===== src/hdl/hbf_pkg.sv =====
// Shared types, constants and byte functions for the hashed bit filter.
// Used by the top module, hbf_aes_round and hbf_mod; depends on nothing.
`timescale 1ns / 1ps
package hbf_pkg;

    localparam int MAP_BYTES   = 32768;
    localparam int MAP_AW      = $clog2(MAP_BYTES);
    localparam int BIT_W       = MAP_AW + 3;
    localparam int NBITS_W     = BIT_W + 1;
    localparam int MAX_ELEMENT_BYTES = 65536;
    localparam int LEN_W       = 17;
    localparam int CFG_W       = 16;
    localparam int CHUNK_PIECES = 5;
    localparam int PIECE_IDX_W = $clog2(CHUNK_PIECES);
    localparam int CHUNK_WORDS = 2 * CHUNK_PIECES;
    localparam int SLOT_W      = $clog2(CHUNK_WORDS);
    localparam int STEP_W      = 3;
    localparam logic [63:0] SEED_CONST = 64'h1337133713371337;

    typedef enum logic [2:0] {
        ST_CLR, ST_IDLE, ST_LOAD, ST_ABS, ST_FIN, ST_MOD, ST_RD, ST_TST
    } hbf_state_t;

    typedef struct packed {
        logic               start;
        logic [63:0]        dividend;
        logic [NBITS_W-1:0] divisor;
    } hbf_div_req_t;

    localparam logic [7:0] SBOX [256] = '{
        8'h63,8'h7c,8'h77,8'h7b,8'hf2,8'h6b,8'h6f,8'hc5,8'h30,8'h01,8'h67,8'h2b,8'hfe,8'hd7,8'hab,8'h76,
        8'hca,8'h82,8'hc9,8'h7d,8'hfa,8'h59,8'h47,8'hf0,8'had,8'hd4,8'ha2,8'haf,8'h9c,8'ha4,8'h72,8'hc0,
        8'hb7,8'hfd,8'h93,8'h26,8'h36,8'h3f,8'hf7,8'hcc,8'h34,8'ha5,8'he5,8'hf1,8'h71,8'hd8,8'h31,8'h15,
        8'h04,8'hc7,8'h23,8'hc3,8'h18,8'h96,8'h05,8'h9a,8'h07,8'h12,8'h80,8'he2,8'heb,8'h27,8'hb2,8'h75,
        8'h09,8'h83,8'h2c,8'h1a,8'h1b,8'h6e,8'h5a,8'ha0,8'h52,8'h3b,8'hd6,8'hb3,8'h29,8'he3,8'h2f,8'h84,
        8'h53,8'hd1,8'h00,8'hed,8'h20,8'hfc,8'hb1,8'h5b,8'h6a,8'hcb,8'hbe,8'h39,8'h4a,8'h4c,8'h58,8'hcf,
        8'hd0,8'hef,8'haa,8'hfb,8'h43,8'h4d,8'h33,8'h85,8'h45,8'hf9,8'h02,8'h7f,8'h50,8'h3c,8'h9f,8'ha8,
        8'h51,8'ha3,8'h40,8'h8f,8'h92,8'h9d,8'h38,8'hf5,8'hbc,8'hb6,8'hda,8'h21,8'h10,8'hff,8'hf3,8'hd2,
        8'hcd,8'h0c,8'h13,8'hec,8'h5f,8'h97,8'h44,8'h17,8'hc4,8'ha7,8'h7e,8'h3d,8'h64,8'h5d,8'h19,8'h73,
        8'h60,8'h81,8'h4f,8'hdc,8'h22,8'h2a,8'h90,8'h88,8'h46,8'hee,8'hb8,8'h14,8'hde,8'h5e,8'h0b,8'hdb,
        8'he0,8'h32,8'h3a,8'h0a,8'h49,8'h06,8'h24,8'h5c,8'hc2,8'hd3,8'hac,8'h62,8'h91,8'h95,8'he4,8'h79,
        8'he7,8'hc8,8'h37,8'h6d,8'h8d,8'hd5,8'h4e,8'ha9,8'h6c,8'h56,8'hf4,8'hea,8'h65,8'h7a,8'hae,8'h08,
        8'hba,8'h78,8'h25,8'h2e,8'h1c,8'ha6,8'hb4,8'hc6,8'he8,8'hdd,8'h74,8'h1f,8'h4b,8'hbd,8'h8b,8'h8a,
        8'h70,8'h3e,8'hb5,8'h66,8'h48,8'h03,8'hf6,8'h0e,8'h61,8'h35,8'h57,8'hb9,8'h86,8'hc1,8'h1d,8'h9e,
        8'he1,8'hf8,8'h98,8'h11,8'h69,8'hd9,8'h8e,8'h94,8'h9b,8'h1e,8'h87,8'he9,8'hce,8'h55,8'h28,8'hdf,
        8'h8c,8'ha1,8'h89,8'h0d,8'hbf,8'he6,8'h42,8'h68,8'h41,8'h99,8'h2d,8'h0f,8'hb0,8'h54,8'hbb,8'h16
    };

    // Multiply by x in GF(2^8)
    function automatic logic [7:0] xtime(input logic [7:0] a);
        return {a[6:0], 1'b0} ^ (a[7] ? 8'h1b : 8'h00);
    endfunction

endpackage


===== src/hdl/hbf_mod.sv =====
// Bit-serial restoring remainder unit: 64-bit dividend modulo the bitmap bit count.
// Depends on hbf_pkg for widths and the request struct.
`timescale 1ns / 1ps
module hbf_mod (
    input  logic                        aclk,
    input  logic                        aresetn,
    input  hbf_pkg::hbf_div_req_t       req,
    output logic                        done,
    output logic [hbf_pkg::BIT_W-1:0]   remainder
);

    logic [63:0]                  quo_reg, quo_next;
    logic [hbf_pkg::NBITS_W-1:0]  rem_reg, rem_next;
    logic [hbf_pkg::NBITS_W-1:0]  div_reg, div_next;
    logic [5:0]                   cnt_reg, cnt_next;
    logic                         busy_reg, busy_next;
    logic                         done_reg, done_next;
    logic [hbf_pkg::NBITS_W:0]    trial;

    // One quotient bit per cycle
    always_comb begin
        quo_next  = quo_reg;
        rem_next  = rem_reg;
        div_next  = div_reg;
        cnt_next  = cnt_reg;
        busy_next = busy_reg;
        done_next = 1'b0;
        trial     = {rem_reg, quo_reg[63]};
        if (req.start) begin
            quo_next  = req.dividend;
            rem_next  = '0;
            div_next  = req.divisor;
            cnt_next  = '0;
            busy_next = 1'b1;
        end else if (busy_reg) begin
            if (trial >= {1'b0, div_reg}) begin
                rem_next = hbf_pkg::NBITS_W'(trial - {1'b0, div_reg});
            end else begin
                rem_next = trial[hbf_pkg::NBITS_W-1:0];
            end
            quo_next = {quo_reg[62:0], 1'b0};
            cnt_next = cnt_reg + 6'd1;
            if (cnt_reg == 6'd63) begin
                busy_next = 1'b0;
                done_next = 1'b1;
            end
        end
    end

    always_ff @(posedge aclk) begin
        if (!aresetn) begin
            busy_reg <= 1'b0;
            done_reg <= 1'b0;
            cnt_reg  <= '0;
        end else begin
            busy_reg <= busy_next;
            done_reg <= done_next;
            cnt_reg  <= cnt_next;
        end
        quo_reg <= quo_next;
        rem_reg <= rem_next;
        div_reg <= div_next;
    end

    assign done      = done_reg;
    assign remainder = rem_reg[hbf_pkg::BIT_W-1:0];

endmodule

===== config.mk =====
export PLATFORM = sky130hd
export DESIGN_NAME = hbf_mod
export DESIGN_NICKNAME = d
export VERILOG_FILES = /design/src/hdl/hbf_pkg.sv /design/src/hdl/hbf_mod.sv
export SDC_FILE = /design/constraint.sdc
export NUM_CORES = 1
export LEC_CHECK = 0
export ABC_CLOCK_PERIOD_IN_PS = 2750
export BUFFER_PORTS_ARGS = -buffer_cell sky130_fd_sc_hd__buf_2
export CELL_PAD_IN_SITES_DETAIL_PLACEMENT = 1
export CELL_PAD_IN_SITES_GLOBAL_PLACEMENT = 1
export CORE_MARGIN = 5
export CORE_UTILIZATION = 40
export CTS_CLUSTER_DIAMETER = 100
export CTS_CLUSTER_SIZE = 28
export DETAILED_ROUTE_END_ITERATION = 16
export PLACE_DENSITY_LB_ADDON = 0.08
export SLEW_MARGIN = 20
export SYNTH_ARGS = -nofsm -noshare
export SYNTH_HDL_FRONTEND = slang
export SYNTH_SLANG_ARGS = --single-unit

===== constraint.sdc =====
create_clock -name aclk -period 2.75 [get_ports aclk]
set_input_delay 0.4125 -clock aclk [delete_from_list [all_inputs] [get_ports aclk]]
set_output_delay 0.4125 -clock aclk [all_outputs]
set_load 0.01 [all_outputs]

==> flow_summary.toml <==
[status]
status = "finished, final reports clean"

[synthesis]
synth_top_cell_area_share = 0.422
ys_ff_latch = 110
synthArstFlopShare = 0
synth.distinct_cells = 57
yosysTopAreaCell = "edfxtp_1"
yosys_warnings = 0
yosysSeqAreaShare = 0.514
synth-edff-count = 83
synth_fp_nets = 622
post_synth.cell_area_avg_um2 = 11.5
synthFlopType = "edfxtp_1"
syn_area_mm2 = 0.00590
netlist_instances = 515
yosys-top-cells-area = "edfxtp_1, mux2_2, dfxtp_1"

[worst_setup_path]
timing.critical_path.fanout_max = 4
worstPathArrival_ns = 2.84
critPathKind = "flip-flop to flip-flop"
rrSetupSlack_ns = 0.18
cpPeakStageDelay_ns = 0.41
path_cells = "ha_1, fa_1, nand2b_4, a211oi_4, o21ai_2, a21o_4, a211o_1, a311oi_2"
r2r_end = "rem_reg[8]"
cp-end-kind = "flip-flop"
path_delay_family = "compound AO/OA/AOI/OAI gates"
cpMaxStageDelayCell = "fa_1"
timing.rr.start = "div_reg[0]"
crit_buf_inv = 0
startpoint_type = "flip-flop"
cp_data_required_time_ns = 3.02
rr_worst_depth = 8

[sta]
finClkSkew_ns = 0.00941
setup_violations = 0
finalCriticalPeriod_ns = 2.57
rsz0062_at_grt = "no"
relSlewSlack = 0.539
fmax_mhz = 389
final-hold-violation-count = 0
worst_pin_slew_ns = 0.685
timing.final.crit_share = 0.936
slew_viol_final = 0
setup-tns-final_ns = 0
fin_ws_ns = 0.177

[hold_path]
hold_start = "req[18]"
holdPathStages = 1
hold_path_class = "input pin to flip-flop"
min_to = "div_reg[18]"

[routing]
first_pass_iters = 4
wl_per_cell_um = 18.9
wirelength_um = 15000
drtIter0Drc = 231
vias = 4354
drt_drc_violations_left = 0
viasPerCell = 5.48
drtAntennaViolNets = 0

[finish]
fillers = 1582
layout_common_cells = "buf_2, edfxtp_1, mux2_2"
layout.cells.non_filler = 795
drive_gt1_frac = 0.350
utilization = 0.479
final_common_cell = "buf_2"
diodes = 0
fin_nets = 713
largest_reg_flops = 64
area_growth_pct = 17.6

[pwr]
power.switching_fraction = 0.250
max-vdd-ir-drop_uv = 408
clkPwrFrac = 0.368
fin_total_pwr_w = 0.00420
intPower_w = 0.00315
p_comb_frac = 0.155
leakagePower_nw = 2.83
seqPwrFrac = 0.477
p_sw_w = 0.00105
power_density_mw_per_mm2 = 605

[die]
coreArea_mm2 = 0.0145
fp-row-count = 44
top_level_ports = 105
die_area_mm2 = 0.0173
die_y_um = 131
die_w_um = 131
initial_utilization = 0.408

[grt]
overflow = 0
grt_max_degree = 50
grt_pass1_wl_um = 24300
grt_use_total = 0.173
antenna_found_initial = 3
grt_pass1_vias = 4680

[placed_design]
gp_congestion = 0.861
hpwlAfterDp_um = 11000
place_ws_ns = 0.0624
dp.cells = 778
io_buffer_count = 104

[clock_tree]
clockBufferDepth = 2
postCtsHoldBufs = 0
path_clk_slew_ns = 0.07
cts-buffers-inserted = 9
h-tree-depth = 3
clk_latency_ns = 0.35
cts_tree = "yes"
cts_sinks = 110
ctsRootBufferMaster = "clkbuf_16"

[job]
maxCapViolations = 0
[synthesized netlist by cell type (all sizes together) (5+ instances only)]
library cell / instances
edfxtp: 83
mux2: 64
nor2: 39
buf: 28
dfxtp: 27
o21ai: 27
inv: 25
nand2: 25
a21oi: 23
ha: 20
nand3: 17
clkbuf: 14
a21o: 10
nor3: 9
a311oi: 8
o211ai: 6
or3: 6
xnor2: 6
xor2: 6
a211oi: 5
a31oi: 5
a32oi: 5
o2111ai: 5
[what timing repair did]
action	in CTS	in global routing
setup endpoints to repair	0	18
buffers inserted	0	1
resized for setup	0	7
[layer usage]
layer  GRT usage  wire length, um  vias up
li1            -                -     2099
met1       0.220             6630     2142
met2       0.282             7210       91
met3      0.0680              999       16
met4      0.0349              147        6
met5           0               33        -
[cell families (layout without fill, tap and decap cells)]
family                     Yosys count  in the layout  synth area share
DFF                                110            110             0.514
buffers and inverters               67            163            0.0574
xor gates and xnor gates            12             12            0.0178
muxes                               66             66             0.125
and+or+nand+nor                    123            123             0.100
AOI/OAI and AO/OA                  116            116             0.140
adders and majority gates           21             21            0.0458
[per-stage QoR]
| stage | cell area, um^2 | hold WS [ns] |
|---|---|---|
| finish | 6940 | 0.231 |
| global placement | 6540 | 0.470 |
| CTS | 6890 | 0.219 |
| global route | 6940 | 0.207 |
| detailed placement | 6540 | 0.476 |
| floorplan | 5900 | 0.445 |
[worst max-delay path by stage]
stage	depth (start not counted)	from	slack [ns]	to
6_report	8	div_reg[0]	0.18	rem_reg[8]
5_1_grt	7	rem_reg[16]	0.04	rem_reg[13]
4_1_cts	8	div_reg[0]	0.03	rem_reg[8]
3_5_place_dp	8	div_reg[0]	0.06	rem_reg[8]
3_3_place_gp	9	quo_reg[63]	0.17	rem_reg[8]
2_1_floorplan	4	req[83]	0.06	quo_reg[0]
[cell type report]
| class | instances | area [um^2] | area share |
|---|---|---|---|
| Multi-Input combinational cell | 338 | 2560 | 0.368 |
| Inverter | 25 | 93.8 | 0.0135 |
| Timing Repair Buffer | 122 | 674 | 0.0972 |
| Clock buffer | 9 | 225 | 0.0324 |
| Clock inverter | 7 | 128 | 0.0184 |
| Tap cell | 184 | 230 | 0.0332 |
| Sequential cell | 110 | 3030 | 0.437 |
[power groups by stage]
| stage | clock network, W | registers [W] | logic [W] |
|---|---|---|---|
| final | 0.00155 | 0.00200 | 0.000652 |
| after global routing | 0.00167 | 0.00202 | 0.000724 |
| after CTS | 0.00159 | 0.00201 | 0.000651 |
| after detailed placement | 0 | 0.00204 | 0.000645 |
| after global placement | 0 | 0.00204 | 0.000627 |
| after floorplan | 0 | 0.00202 | 0.000450 |
No activity file was read; power rests on OpenSTA's default activity.
